==> src/rtl/vmbm_pkg.sv <==
// Package for the video memory bank mapper: bank and region codes, write masks,
// the per-bank window decode and the shared types. No dependencies.
`timescale 1ns / 1ps

package vmbm_pkg;

  localparam int BANK_COUNT = 9;

  typedef logic [7:0] ctl_t;
  typedef logic [BANK_COUNT-1:0][7:0] ctl_bank_t;
  typedef logic [BANK_COUNT-1:0] hit_t;

  // Write request towards the bank control registers.
  typedef struct packed {
    logic       en;
    logic [3:0] index;
    logic [7:0] value;
  } bank_wr_t;

  localparam logic OP_WRITE  = 1'b0;
  localparam logic OP_LOOKUP = 1'b1;

  localparam logic [3:0] BANK_A = 4'd0;
  localparam logic [3:0] BANK_B = 4'd1;
  localparam logic [3:0] BANK_C = 4'd2;
  localparam logic [3:0] BANK_D = 4'd3;
  localparam logic [3:0] BANK_E = 4'd4;
  localparam logic [3:0] BANK_F = 4'd5;
  localparam logic [3:0] BANK_G = 4'd6;
  localparam logic [3:0] BANK_H = 4'd7;
  localparam logic [3:0] BANK_I = 4'd8;

  localparam logic [3:0] REG_LCDC      = 4'd0;
  localparam logic [3:0] REG_BG_A      = 4'd1;
  localparam logic [3:0] REG_OBJ_A     = 4'd2;
  localparam logic [3:0] REG_BG_B      = 4'd3;
  localparam logic [3:0] REG_OBJ_B     = 4'd4;
  localparam logic [3:0] REG_SUB_CPU   = 4'd5;
  localparam logic [3:0] REG_TEX       = 4'd6;
  localparam logic [3:0] REG_TEX_PAL   = 4'd7;
  localparam logic [3:0] REG_BG_A_EXT  = 4'd8;
  localparam logic [3:0] REG_BG_B_EXT  = 4'd9;
  localparam logic [3:0] REG_OBJ_A_EXT = 4'd10;
  localparam logic [3:0] REG_OBJ_B_EXT = 4'd11;

  localparam logic [2:0] MODE_LCDC = 3'd0;
  localparam logic [2:0] MODE_1    = 3'd1;
  localparam logic [2:0] MODE_2    = 3'd2;
  localparam logic [2:0] MODE_3    = 3'd3;
  localparam logic [2:0] MODE_4    = 3'd4;
  localparam logic [2:0] MODE_5    = 3'd5;

  localparam logic [7:0] SUB_STATUS_MASK  = 8'h87;
  localparam logic [7:0] SUB_STATUS_MATCH = 8'h82;

  localparam logic [19:0] SIZE_128K = 20'h20000;
  localparam logic [19:0] SIZE_64K  = 20'h10000;
  localparam logic [19:0] SIZE_32K  = 20'h08000;
  localparam logic [19:0] SIZE_16K  = 20'h04000;
  localparam logic [19:0] SIZE_8K   = 20'h02000;

  function automatic ctl_t write_mask(input logic [3:0] b);
    case (b)
      BANK_A, BANK_B:                 return 8'h9b;
      BANK_C, BANK_D, BANK_F, BANK_G: return 8'h9f;
      BANK_E:                         return 8'h87;
      BANK_H, BANK_I:                 return 8'h83;
      default:                        return 8'h00;
    endcase
  endfunction

  function automatic logic [19:0] lcdc_base(input logic [3:0] b);
    case (b)
      BANK_A:  return 20'h00000;
      BANK_B:  return 20'h20000;
      BANK_C:  return 20'h40000;
      BANK_D:  return 20'h60000;
      BANK_E:  return 20'h80000;
      BANK_F:  return 20'h90000;
      BANK_G:  return 20'h94000;
      BANK_H:  return 20'h98000;
      BANK_I:  return 20'ha0000;
      default: return 20'h00000;
    endcase
  endfunction

  function automatic logic [19:0] lcdc_size(input logic [3:0] b);
    case (b)
      BANK_A, BANK_B, BANK_C, BANK_D: return SIZE_128K;
      BANK_E:                         return SIZE_64K;
      BANK_F, BANK_G, BANK_I:         return SIZE_16K;
      BANK_H:                         return SIZE_32K;
      default:                        return 20'h00000;
    endcase
  endfunction

  // True when bank b, with control byte ctl, maps region rgn and covers addr.
  function automatic logic bank_hit(input logic [3:0] b, input ctl_t ctl,
                                    input logic [3:0] rgn, input logic [19:0] addr);
    logic [2:0]  mode;
    logic [1:0]  ofs;
    logic        mapped;
    logic [3:0]  rg;
    logic [19:0] base;
    logic [19:0] size;
    mode   = ctl[2:0];
    ofs    = ctl[4:3];
    mapped = 1'b0;
    rg     = REG_LCDC;
    base   = '0;
    size   = '0;
    if (ctl[7]) begin
      if (mode == MODE_LCDC) begin
        mapped = 1'b1;
        base   = lcdc_base(b);
        size   = lcdc_size(b);
      end else begin
        case (b)
          BANK_A, BANK_B, BANK_C, BANK_D: begin
            size = SIZE_128K;
            case (mode)
              MODE_1: begin
                mapped = 1'b1; rg = REG_BG_A; base = {1'b0, ofs, 17'b0};
              end
              MODE_2: begin
                mapped = 1'b1;
                rg     = (b == BANK_A || b == BANK_B) ? REG_OBJ_A : REG_SUB_CPU;
                base   = {2'b0, ofs[0], 17'b0};
              end
              MODE_3: begin
                mapped = 1'b1; rg = REG_TEX; base = {1'b0, ofs, 17'b0};
              end
              MODE_4: begin
                mapped = (b == BANK_C || b == BANK_D);
                rg     = (b == BANK_C) ? REG_BG_B : REG_OBJ_B;
              end
              default: mapped = 1'b0;
            endcase
          end
          BANK_E: begin
            size = SIZE_64K;
            case (mode)
              MODE_1:  begin mapped = 1'b1; rg = REG_BG_A; end
              MODE_2:  begin mapped = 1'b1; rg = REG_OBJ_A; end
              MODE_3:  begin mapped = 1'b1; rg = REG_TEX_PAL; end
              MODE_4:  begin mapped = 1'b1; rg = REG_BG_A_EXT; size = SIZE_32K; end
              default: mapped = 1'b0;
            endcase
          end
          BANK_F, BANK_G: begin
            size = SIZE_16K;
            case (mode)
              MODE_1: begin
                mapped = 1'b1; rg = REG_BG_A; base = {3'b0, ofs[1], 1'b0, ofs[0], 14'b0};
              end
              MODE_2: begin
                mapped = 1'b1; rg = REG_OBJ_A; base = {3'b0, ofs[1], 1'b0, ofs[0], 14'b0};
              end
              MODE_3: begin
                mapped = 1'b1; rg = REG_TEX_PAL;
                base   = {3'b0, ofs[1], 1'b0, ofs[0], 14'b0};
              end
              MODE_4: begin
                mapped = 1'b1; rg = REG_BG_A_EXT; base = {5'b0, ofs[0], 14'b0};
              end
              MODE_5:  begin mapped = 1'b1; rg = REG_OBJ_A_EXT; size = SIZE_8K; end
              default: mapped = 1'b0;
            endcase
          end
          BANK_H: begin
            size = SIZE_32K;
            case (mode)
              MODE_1:  begin mapped = 1'b1; rg = REG_BG_B; end
              MODE_2:  begin mapped = 1'b1; rg = REG_BG_B_EXT; end
              default: mapped = 1'b0;
            endcase
          end
          BANK_I: begin
            size = SIZE_16K;
            case (mode)
              MODE_1:  begin mapped = 1'b1; rg = REG_BG_B; base = 20'h08000; end
              MODE_2:  begin mapped = 1'b1; rg = REG_OBJ_B; end
              MODE_3:  begin mapped = 1'b1; rg = REG_OBJ_B_EXT; size = SIZE_8K; end
              default: mapped = 1'b0;
            endcase
          end
          default: mapped = 1'b0;
        endcase
      end
    end
    return mapped && (rg == rgn) && (addr >= base) && ((addr - base) < size);
  endfunction

endpackage

==> src/rtl/vmbm_bank_file.sv <==
// Bank control registers A to I with write masking and the sub-processor status.
// Depends on vmbm_pkg.
`timescale 1ns / 1ps

module vmbm_bank_file (
  input  logic                clk,
  input  logic                rst,
  input  vmbm_pkg::bank_wr_t  wr,
  output vmbm_pkg::ctl_bank_t controls,
  output vmbm_pkg::ctl_t      masked_value,
  output logic [1:0]          status_next
);

  vmbm_pkg::ctl_bank_t controls_next;

  assign masked_value = wr.value & vmbm_pkg::write_mask(wr.index);

  always_comb begin
    controls_next = controls;
    for (int b = 0; b < vmbm_pkg::BANK_COUNT; b++) begin
      if (wr.en && wr.index == 4'(b)) begin
        controls_next[b] = masked_value;
      end
    end
  end

  // The status reflects the registers as they stand after this transfer's write.
  assign status_next[0] = (controls_next[vmbm_pkg::BANK_C] & vmbm_pkg::SUB_STATUS_MASK)
                          == vmbm_pkg::SUB_STATUS_MATCH;
  assign status_next[1] = (controls_next[vmbm_pkg::BANK_D] & vmbm_pkg::SUB_STATUS_MASK)
                          == vmbm_pkg::SUB_STATUS_MATCH;

  always_ff @(posedge clk) begin
    if (rst) begin
      controls <= '0;
    end else begin
      controls <= controls_next;
    end
  end

endmodule

==> src/rtl/vmbm_lookup.sv <==
// Parallel window decode of all nine banks for one region address.
// Depends on vmbm_pkg.
`timescale 1ns / 1ps

module vmbm_lookup (
  input  vmbm_pkg::ctl_bank_t controls,
  input  logic [3:0]          region_id,
  input  logic [19:0]         region_address,
  output vmbm_pkg::hit_t      hits
);

  always_comb begin
    for (int b = 0; b < vmbm_pkg::BANK_COUNT; b++) begin
      hits[b] = vmbm_pkg::bank_hit(4'(b), controls[b], region_id, region_address);
    end
  end

endmodule

==> src/rtl/video_memory_bank_mapper_core.sv <==
// Top level of the video memory bank mapper: input register, bank registers,
// lookup decode and result register. Depends on vmbm_pkg, vmbm_bank_file, vmbm_lookup.
//
// Usage: items arrive on the in_valid/in_ready channel. Opcode write stores a masked
// control byte for the bank named by bank_index (an index above eight is ignored);
// opcode lookup returns in hit_mask the banks that cover region_address in region_id.
// Every item produces exactly one result on the out_valid/out_ready channel, carrying
// stored_control, hit_mask and the sub-processor status of banks C and D after the item.
// An item passes through the input register and then the result register. Throughput is
// one item per cycle while the receiver does not stall; the single pass of nine parallel
// window compares sets that figure.
// Reset clears every bank control byte (all banks disabled) and empties both stages.
// When the receiver stalls, the result register holds and the input register holds
// one more item; in_ready drops only when both are full and out_ready is low.
`timescale 1ns / 1ps

module video_memory_bank_mapper_core (
  input  logic        clk,
  input  logic        rst,
  input  logic        in_valid,
  output logic        in_ready,
  input  logic        opcode,
  input  logic [3:0]  bank_index,
  input  logic [7:0]  control_value,
  input  logic [3:0]  region_id,
  input  logic [19:0] region_address,
  output logic        out_valid,
  input  logic        out_ready,
  output logic [7:0]  stored_control,
  output logic [8:0]  hit_mask,
  output logic [1:0]  sub_cpu_status
);

  logic        s1_valid;
  logic        s1_opcode;
  logic [3:0]  s1_bank_index;
  logic [7:0]  s1_control_value;
  logic [3:0]  s1_region_id;
  logic [19:0] s1_region_address;

  logic                advance;
  logic                s1_write_ok;
  vmbm_pkg::bank_wr_t  wr;
  vmbm_pkg::ctl_bank_t controls;
  vmbm_pkg::ctl_t      masked_value;
  logic [1:0]          status_next;
  vmbm_pkg::hit_t      hits;

  assign advance  = s1_valid && (!out_valid || out_ready);
  assign in_ready = !s1_valid || advance;

  assign s1_write_ok = (s1_opcode == vmbm_pkg::OP_WRITE)
                       && (s1_bank_index < 4'(vmbm_pkg::BANK_COUNT));

  // Bank registers change at the same edge that loads the result, so the next
  // item in the input register always sees the updated state.
  assign wr.en    = advance && s1_write_ok;
  assign wr.index = s1_bank_index;
  assign wr.value = s1_control_value;

  vmbm_bank_file u_bank_file (
    .clk          (clk),
    .rst          (rst),
    .wr           (wr),
    .controls     (controls),
    .masked_value (masked_value),
    .status_next  (status_next)
  );

  vmbm_lookup u_lookup (
    .controls       (controls),
    .region_id      (s1_region_id),
    .region_address (s1_region_address),
    .hits           (hits)
  );

  always_ff @(posedge clk) begin
    if (rst) begin
      s1_valid <= 1'b0;
    end else if (in_ready) begin
      s1_valid <= in_valid;
    end
  end

  always_ff @(posedge clk) begin
    if (in_valid && in_ready) begin
      s1_opcode         <= opcode;
      s1_bank_index     <= bank_index;
      s1_control_value  <= control_value;
      s1_region_id      <= region_id;
      s1_region_address <= region_address;
    end
  end

  always_ff @(posedge clk) begin
    if (rst) begin
      out_valid <= 1'b0;
    end else if (advance) begin
      out_valid <= 1'b1;
    end else if (out_ready) begin
      out_valid <= 1'b0;
    end
  end

  always_ff @(posedge clk) begin
    if (advance) begin
      stored_control <= s1_write_ok ? masked_value : 8'h00;
      hit_mask       <= (s1_opcode == vmbm_pkg::OP_LOOKUP) ? hits : '0;
      sub_cpu_status <= status_next;
    end
  end

endmodule

==> config.mk <==
export PLATFORM = sky130hd
export DESIGN_NAME = video_memory_bank_mapper_core
export DESIGN_NICKNAME = d
export VERILOG_FILES = /design/src/rtl/vmbm_pkg.sv /design/src/rtl/vmbm_bank_file.sv /design/src/rtl/vmbm_lookup.sv /design/src/rtl/video_memory_bank_mapper_core.sv
export SDC_FILE = /design/constraint.sdc
export NUM_CORES = 1
export LEC_CHECK = 0
export ABC_AREA = 1
export ABC_CLOCK_PERIOD_IN_PS = 2400
export BUFFER_PORTS_ARGS = -buffer_cell sky130_fd_sc_hd__buf_4
export CELL_PAD_IN_SITES_DETAIL_PLACEMENT = 2
export CELL_PAD_IN_SITES_GLOBAL_PLACEMENT = 2
export CORE_MARGIN = 8
export CORE_UTILIZATION = 36
export CTS_CLUSTER_DIAMETER = 40
export DETAILED_ROUTE_END_ITERATION = 7
export MAX_ROUTING_LAYER = met4
export PLACE_DENSITY_LB_ADDON = 0.3
export SLEW_MARGIN = 0
export SYNTH_ARGS = -nofsm -noshare
export SYNTH_HDL_FRONTEND = slang
export SYNTH_HIERARCHICAL = 1
export SYNTH_SLANG_ARGS = --single-unit
==> constraint.sdc <==
create_clock -name clk -period 2.4 [get_ports clk]
set_input_delay 0.24 -clock clk [delete_from_list [all_inputs] [get_ports clk]]
set_output_delay 0.24 -clock clk [all_outputs]
set_load 0.01 [all_outputs]
==> metrics.txt, run 1 <==
Worst Hold End s1_bank_index[3]; DR vias 5507; met2 WL 10600 um; Syn-to-layout area delta 19.5%; Clock Power Share 0.374; DIE HEIGHT 145 um; antenna violations before repair 0; later-pin clock latency in the skew report 0.35 ns; clk sinks 104; min-delay src bank_index[3]; Seq pwr share 0.521; critical path class flop to flop; crit end category flop; Fin Setup TNS -0.0297 ns; Num CTS Buffers 9; WL final 20900 um; final setup vio count 1; Placer Congestion 0.882; Max Clk Rate 412 MHz; clock buffer depth 2; Reg2Reg Launch Point u_bank_file/controls[50]; Sw Pwr 0.996 mW; worst-path fanout max 3; H-tree levels 3; vias in the first global route 6278; share of post-route cells with drive strength above 1 0.188; global-route wire length before repair 33500 um; Via density 5.20; Clock transition at path regs 0.07 ns; Worst slew margin 0.543; FILL cells 1874; Die Span X 145 um; logic gate share of total power 0.105; fin nets 918; Mean Syn Cell Area 7.95 um^2; pwr/cell area 529 nW/um^2; Initial Util 0.364; startpoint types flop; minimum clock period 2.43 ns; root buffer cell clkbuf_16; synth warn 6; largest net degree at the start of global routing 36; DRC errors left 0; wire per inst 19.7 um; placed wire-length estimate 15800 um; Mapped Cells 755; Overall Global Routing Usage 0.204; Overflow after GRT 0; Final ANT Viol Nets 0; TritonCTS clock tree yes; R2R Path End hit_mask[6]; worst r2r path cells 20; post-layout util 0.435; DIE AREA 21100 um^2; final worst setup slack -0.0297 ns; Worst Hold Depth 1; MaxCap Viol Count 0; CP Data Required Time 2.63 ns; Slew Limit Fails 0; Mapped Area 6000 um^2; Worst Tran Pin Value 0.682 ns; Starting DRT DRC Count 284; final worst path period share 1.01; r2r setup slk -0.03 ns; io pins 62; Hold WC Path Type input pin to flop; uppermost layer routed met4; Min Hold Slack 0.0583 ns; ANT cells 0; num rows 47; Post-CTS Hold Fix Bufs 0; sw frac 0.263; outcome finished, violations left; Placeable Area 16500 um^2; crit path DAT 2.66 ns; IO buf count 59; RSZ-0062 raised after global routing yes; Final Hold Vio Count 0; met1 wire length 9220 um; met3 WL post-DR 668 um; internal cell power 2.80 mW; Clock Skew 0.0116 ns; leakage dissipation 3.15 nW; failing checks negative setup slack; drt first pass iters 4; VDD IR max 0.362 mV
==> power by group through the flow <==
| stage | combinational, mW | sequential [mW] | clock [mW] |
|---|---|---|---|
| detailed placement | 0.388 | 2.02 | 0 |
| finish | 0.397 | 1.98 | 1.42 |
| CTS | 0.397 | 1.98 | 1.46 |
| global placement | 0.365 | 2.01 | 0 |
| floorplan | 0.206 | 2.01 | 0 |
| global route | 0.439 | 1.98 | 1.51 |
==> cell type report <==
class	count	area [um^2]	area share
multi-input combinational	529	2940	0.410
sequential	104	2630	0.367
timing repair buffer	87	653	0.0911
inverter	103	394	0.0550
tap	220	275	0.0384
clock buffer	11	233	0.0325
clock inverter	5	41.3	0.00576
==> cell usage in the layout, fill, tap and decap left out, types with 2 or more instances in the layout <==
master	instances
ha_4	3
dfxtp_2	6
nand3_1	42
and2_1	2
nor2_4	2
o211ai_1	4
o21ai_1	7
inv_4	3
nand3b_1	3
inv_1	89
xor2_1	6
nand2_1	141
edfxtp_1	54
clkbuf_16	9
nor2_2	9
a21oi_2	2
buf_4	87
nand2_2	10
conb_1	2
a31oi_1	2
o22ai_1	3
dfxtp_1	43
inv_6	2
ha_1	34
nor3_2	3
a21oi_1	46
o21bai_1	4
fa_1	5
nor3_4	2
nand4_1	9
inv_2	11
o21ai_0	62
o31ai_1	2
nor2_1	108
nor3_1	2
nor3b_1	5
clkbuf_1	2
==> metrics by stage <==
| stage | total power, mW | instances | setup slack (ns) | instance area, um^2 |
|---|---|---|---|---|
| final | 3.79 | 1059 | -0.0297 | 7170 |
| after global routing | 3.93 | 1059 | -0.215 | 7170 |
| after CTS | 3.83 | 1056 | -0.0827 | 7100 |
| after detailed placement | 2.41 | 1039 | -0.134 | 6770 |
| after global placement | 2.38 | 1039 | 0.0294 | 6770 |
| after floorplan | 2.21 | 756 | 0.227 | 6000 |
==> routing by layer <==
layer / GRT usage / vias to the layer above
met4: 0.0469 / 0
met5: - / -
met1: 0.235 / 2755
li1: - / 2633
met3: 0.0414 / 28
met2: 0.358 / 91
==> worst max path at each step <==
stage	start	end	slack (ns)	depth (start not counted)
after floorplan	u_bank_file/controls[50]	hit_mask[6]	0.23	20
after global placement	u_bank_file/controls[50]	hit_mask[6]	0.03	20
after detailed placement	u_bank_file/controls[50]	hit_mask[6]	-0.13	20
after CTS	u_bank_file/controls[50]	hit_mask[6]	-0.08	20
after global routing	u_bank_file/controls[50]	hit_mask[6]	-0.22	20
final	u_bank_file/controls[50]	hit_mask[6]	-0.03	20
==> flip-flops by register name, indices dropped and copies added (netlist names) <==
name and cells:
sub_cpu_status 2, s1_control_value 6, stored_control 8, s1_valid 1, out_valid 1, s1_region_address 20
s1_bank_index 4, s1_region_id 4, hit_mask 9, u_bank_file/controls 48, s1_opcode 1
==> timing repair <==
item	CTS	global route
gates resized for setup	16	21
setup endpoints to repair	2	4
buffers inserted	1	3
pin swaps	11	10
==> worst max-delay path, cell delays in order (launching register included) <==
cell and delay, ns:
dfxtp_2 0.35, inv_4 0.05, ha_4 0.15, inv_2 0.05, nand2_2 0.06, o211ai_1 0.18, nand2_1 0.12, ha_4 0.29
inv_4 0.03, ha_4 0.14, inv_2 0.04, nand2_2 0.04, nor2_2 0.07, nand2_1 0.05, nor2_1 0.10, nand2_1 0.06
nor2_1 0.09, nand3_1 0.12, nor2_2 0.16, nand2_1 0.07, inv_1 0.06
Power figures use the tool's default switching activity.
==> run 2, diff against run 1 <==
--- a/config.mk
+++ b/config.mk
@@ -10,6 +10,7 @@
 export BUFFER_PORTS_ARGS = -buffer_cell sky130_fd_sc_hd__buf_4
 export CELL_PAD_IN_SITES_DETAIL_PLACEMENT = 2
 export CELL_PAD_IN_SITES_GLOBAL_PLACEMENT = 2
+export CORE_ASPECT_RATIO = 2
 export CORE_MARGIN = 8
 export CORE_UTILIZATION = 36
 export CTS_CLUSTER_DIAMETER = 40
==> run 2 against run 1 <==
  * The flow still finishes with violations (negative setup slack)
  * Fmax down 1.1%
  * Critical path depth did not move
  * Highest routed layer unchanged
  * Non-clock buffer count up 9
==> metrics.txt, run 2 (synthesis gave the netlist of run 1 again) <==
Final Power 3.88 mW; startpoint types flop; root buffer cell clkbuf_16; final setup vio count 1; largest net degree at the start of global routing 36; failing checks negative setup slack; vias in the first global route 6089; Slew Limit Fails 0; wire per inst 20.4 um; clock buffer depth 2; Most flops, register u_bank_file/controls; Final ANT Viol Nets 0; post-layout util 0.439; FILL cells 1882; placed cells 1029; crit path DAT 2.68 ns; share of post-route cells with drive strength above 1 0.199; VDD IR max 0.322 mV; worst-path fanout max 2; WL final 21600 um; RSZ-0062 raised after global routing yes; IO buf count 59; H-tree levels 3; most common cell after layout, fill and taps aside nand2_1; later-pin clock latency in the skew report 0.36 ns; Worst Tran Pin Value 0.604 ns; fin nets 927; final worst setup slack -0.0560 ns; Worst slew margin 0.597; DRC errors left 0; Min Hold Slack 0.0540 ns; critical path class flop to flop; Clock Skew 0.0127 ns; Clock transition at path regs 0.08 ns; Final Hold Vio Count 0; Max Clk Rate 407 MHz; placed wire-length estimate 15400 um; Die Span X 107 um; Reg2Reg Launch Point u_bank_file/controls[40]; outcome finished, violations left; Overall Global Routing Usage 0.213; Placeable Area 16500 um^2; DIE AREA 21300 um^2; crit end category flop; TritonCTS clock tree yes; final worst path period share 1.02; Starting DRT DRC Count 251; Syn-to-layout area delta 20.8%; Placer Congestion 0.840; CP startpoint u_bank_file/controls[40]; Overflow after GRT 0; antenna violations before repair 0; io pins 62; ANT cells 0; min-delay src region_id[0]; CP Data Required Time 2.62 ns; Top Registers u_bank_file/controls (48), s1_region_address (20), hit_mask (9); leakage dissipation 3.20 nW; MaxCap Viol Count 0; Hold WC Path Type input pin to flop; Fin Setup TNS -0.0560 ns; Initial Util 0.363; Final Non-Filler Cells 1055; global-route wire length before repair 33400 um; minimum clock period 2.46 ns; most frequent cells in the layout nand2_1, nor2_1, buf_4, inv_1, o21ai_0; clk sinks 104; DIE HEIGHT 199 um; Num CTS Buffers 9; max reg flops 48; drt first pass iters 4; num rows 67; pwr/cell area 535 nW/um^2; Post-CTS Hold Fix Bufs 0; DR vias 5562; Via density 5.27
[run 2: timing repair]
action	in CTS	in global routing
setup endpoints to repair	1	3
gates resized for setup	25	16
pin swaps	13	19
hold endpoints to repair	0	0
cloned	0	0
setup buffers	8	2
[run 2: area by class of cell]
type | instances | area [um^2] | share of cell area
clock inverters | 5 | 38.8 | 0.00535
clock buffers | 11 | 254 | 0.0350
multi-input cells | 529 | 2950 | 0.407
repair buffers | 96 | 724 | 0.0999
well taps | 207 | 259 | 0.0357
flip-flops and latches | 104 | 2640 | 0.364
inverters | 103 | 389 | 0.0537
[run 2: worst max-delay path: stages (launching register included)]
cell	delay [ns]
dfxtp_4	0.36
inv_2	0.07
nand2_4	0.06
nor2_4	0.10
nor2_2	0.06
nand2_1	0.06
a31oi_1	0.05
ha_2	0.33
inv_1	0.05
ha_2	0.18
inv_2	0.05
nand2_1	0.04
nor2_1	0.14
nand2_1	0.08
nor2_1	0.10
nand2_1	0.08
nor2_1	0.11
nand3_1	0.11
nor2_1	0.14
nand2_1	0.09
inv_1	0.06
[run 2: per-layer routing]
metal,GRT usage,up-vias,share of wire
li1,-,2646,-
met1,0.227,2792,0.40
met2,0.373,95,0.55
met3,0.0299,29,0.031
met4,0.104,0,0.024
met5,-,-,0
[run 2: path summary, 6_finish.rpt]
check                        endpoint  slack (ns)  cells after the start
max                       hit_mask[5]       -0.06                     20
min                   s1_region_id[0]        0.05                      1
max reg2reg               hit_mask[5]       -0.06                     20
min reg2reg  u_bank_file/controls[11]        0.48                      2
[run 2: power by group]
group,internal (mW),switching [mW],total [mW]
combinational,0.153,0.261,0.414
clock,0.774,0.714,1.49
sequential,1.93,0.0475,1.97
[run 2: per-stage QoR]
stage / cell area, um^2 / worst slack (ns)
floorplan: 6000 / 0.227
global placement: 6770 / 0.147
detailed placement: 6770 / 0.000116
CTS: 7190 / 0.00696
global route: 7250 / -0.195
finish: 7250 / -0.0560
==> run 3, diff against run 2 <==
--- a/config.mk
+++ b/config.mk
@@ -13,6 +13,7 @@
 export CORE_ASPECT_RATIO = 2
 export CORE_MARGIN = 8
 export CORE_UTILIZATION = 36
+export CTS_BUF_LIST = sky130_fd_sc_hd__clkbuf_8 sky130_fd_sc_hd__clkbuf_16
 export CTS_CLUSTER_DIAMETER = 40
 export DETAILED_ROUTE_END_ITERATION = 7
 export MAX_ROUTING_LAYER = met4
==> run 3 against run 2 <==
  * The run still ends with negative setup slack left
  * Global-route usage unchanged
  * Setup slack got worse by 0.00056 ns
  * Wire length about the same
  * Flip-flop and latch count unchanged
  * Count of clock-buffer cells in the layout decreased by 1
  * Utilization unchanged
==> metrics.txt, run 3 (synthesis gave the netlist of run 1 again) <==
root buffer cell clkbuf_16; ANT cells 0; critical path, cell by cell inv_2 -> nand2_4 -> nor2_4 -> nor2_2 -> nand2_1 -> a31oi_1 -> ha_2 -> inv_1 -> ha_2 -> inv_2 -> nand2_1 -> nor2_1 -> nand2_1 -> nor2_1 -> nand2_1 -> nor2_1 -> nand3_1 -> nor2_1 -> nand2_1 -> inv_1; Clock Power Share 0.383; Clock transition at path regs 0.08 ns; MaxCap Viol Count 0; clock buffer depth 2; Slew Limit Fails 0; Num CTS Buffers 9; sw frac 0.264; VDD IR max 0.323 mV; fin area 7250 um^2; logic gate share of total power 0.107; largest net degree at the start of global routing 36; CP Data Required Time 2.62 ns; global-route wire length before repair 33400 um; startpoint types flop; wire per inst 20.4 um; Setup WS pre-CTS 0.000116 ns; Syn-to-layout area delta 20.8%; FILL cells 1882; Seq pwr share 0.510; DIE AREA 21300 um^2; Max Clk Rate 407 MHz; Final ANT Viol Nets 0; worst-path fanout max 2; max reg flops 48; outcome finished, violations left; DR vias 5569; failing checks negative setup slack; final worst setup slack -0.0566 ns; Overflow after GRT 0; max incr delay on CP 0.36 ns; Worst slew margin 0.597; placed cells 1029; TritonCTS clock tree yes; RSZ-0062 raised after global routing yes; Top delay family on crit path simple AND/OR/NAND/NOR gates; Fin Setup TNS -0.0566 ns; critical path class flop to flop; Die Span X 107 um; area taken by multi-input logic gates 2950 um^2; minimum clock period 2.46 ns; Initial Util 0.363; H-tree levels 3; Worst Tran Pin Value 0.604 ns; Most flops, register u_bank_file/controls; later-pin clock latency in the skew report 0.36 ns; Top Registers u_bank_file/controls (48), s1_region_address (20), hit_mask (9); antenna violations before repair 0; DRC errors left 0; post-layout util 0.439; vias in the first global route 6089; DIE HEIGHT 199 um; most common cell after layout, fill and taps aside nand2_1; Final Non-Filler Cells 1055; placed wire-length estimate 15400 um; internal cell power 2.85 mW; Final Power 3.87 mW; most frequent cells in the layout nand2_1, nor2_1, buf_4, inv_1, o21ai_0; crit end category flop; Placeable Area 16500 um^2; Placer Congestion 0.840; Starting DRT DRC Count 259; drt first pass iters 4; num rows 67; share of post-route cells with drive strength above 1 0.199; fin nets 927; Sw Pwr 1.02 mW; final setup vio count 1; Via density 5.28; pwr/cell area 534 nW/um^2; Post-DP Area 6770 um^2; Reg area 2640 um^2; io pins 62; final worst path period share 1.02; CP most frequent cell nand2_1; clk sinks 104; Critical-path top delay cell dfxtp_4; IO buf count 59; Clock Skew 0.0128 ns; Overall Global Routing Usage 0.213; WL final 21500 um; leakage dissipation 3.20 nW; Hold WC Path Type input pin to flop; Final Hold Vio Count 0; Min Hold Slack 0.0532 ns; crit path DAT 2.68 ns; Worst Path Buf+Inv 4
-- run 3: layer usage --
layer	global-route usage	wire length, um	up-vias
li1	-	-	2646
met1	0.227	8610	2798
met2	0.373	11700	95
met3	0.0299	626	30
met4	0.104	566	0
met5	-	0	-
-- run 3: what timing repair did --
action,in CTS,in global routing
endpoints found under the hold margin,0,0
gates resized for setup,25,16
hold buffers,0,0
buffers inserted,8,2
pin swaps,13,19
endpoints found under the setup margin,1,3
-- run 3: worst paths after layout --
path / depth (start not counted) / to / slack [ns] / from
worst max register to register: 20 / hit_mask[5] / -0.06 / u_bank_file/controls[40]
worst min-delay path: 1 / s1_region_id[0] / 0.05 / region_id[0]
worst min register to register: 2 / u_bank_file/controls[11] / 0.48 / u_bank_file/controls[11]
worst max-delay path: 20 / hit_mask[5] / -0.06 / u_bank_file/controls[40]
-- run 3: layout make-up --
type / count / share of cell area
Clock buffer: 10 / 0.0345
Clock inverter: 6 / 0.00587
Inverter: 103 / 0.0537
Timing Repair Buffer: 96 / 0.0999
Sequential cell: 104 / 0.364
Tap cell: 207 / 0.0357
Multi-Input combinational cell: 529 / 0.407
-- run 3: power by group through the flow --
| stage | Clock [mW] | Sequential [mW] | Combinational [mW] |
|---|---|---|---|
| 3_5_place_dp | 0 | 2.02 | 0.401 |
| 3_3_place_gp | 0 | 2.01 | 0.387 |
| 2_1_floorplan | 0 | 2.01 | 0.206 |
| 6_report | 1.48 | 1.97 | 0.413 |
| 5_1_grt | 1.58 | 1.98 | 0.452 |
| 4_1_cts | 1.53 | 1.97 | 0.410 |
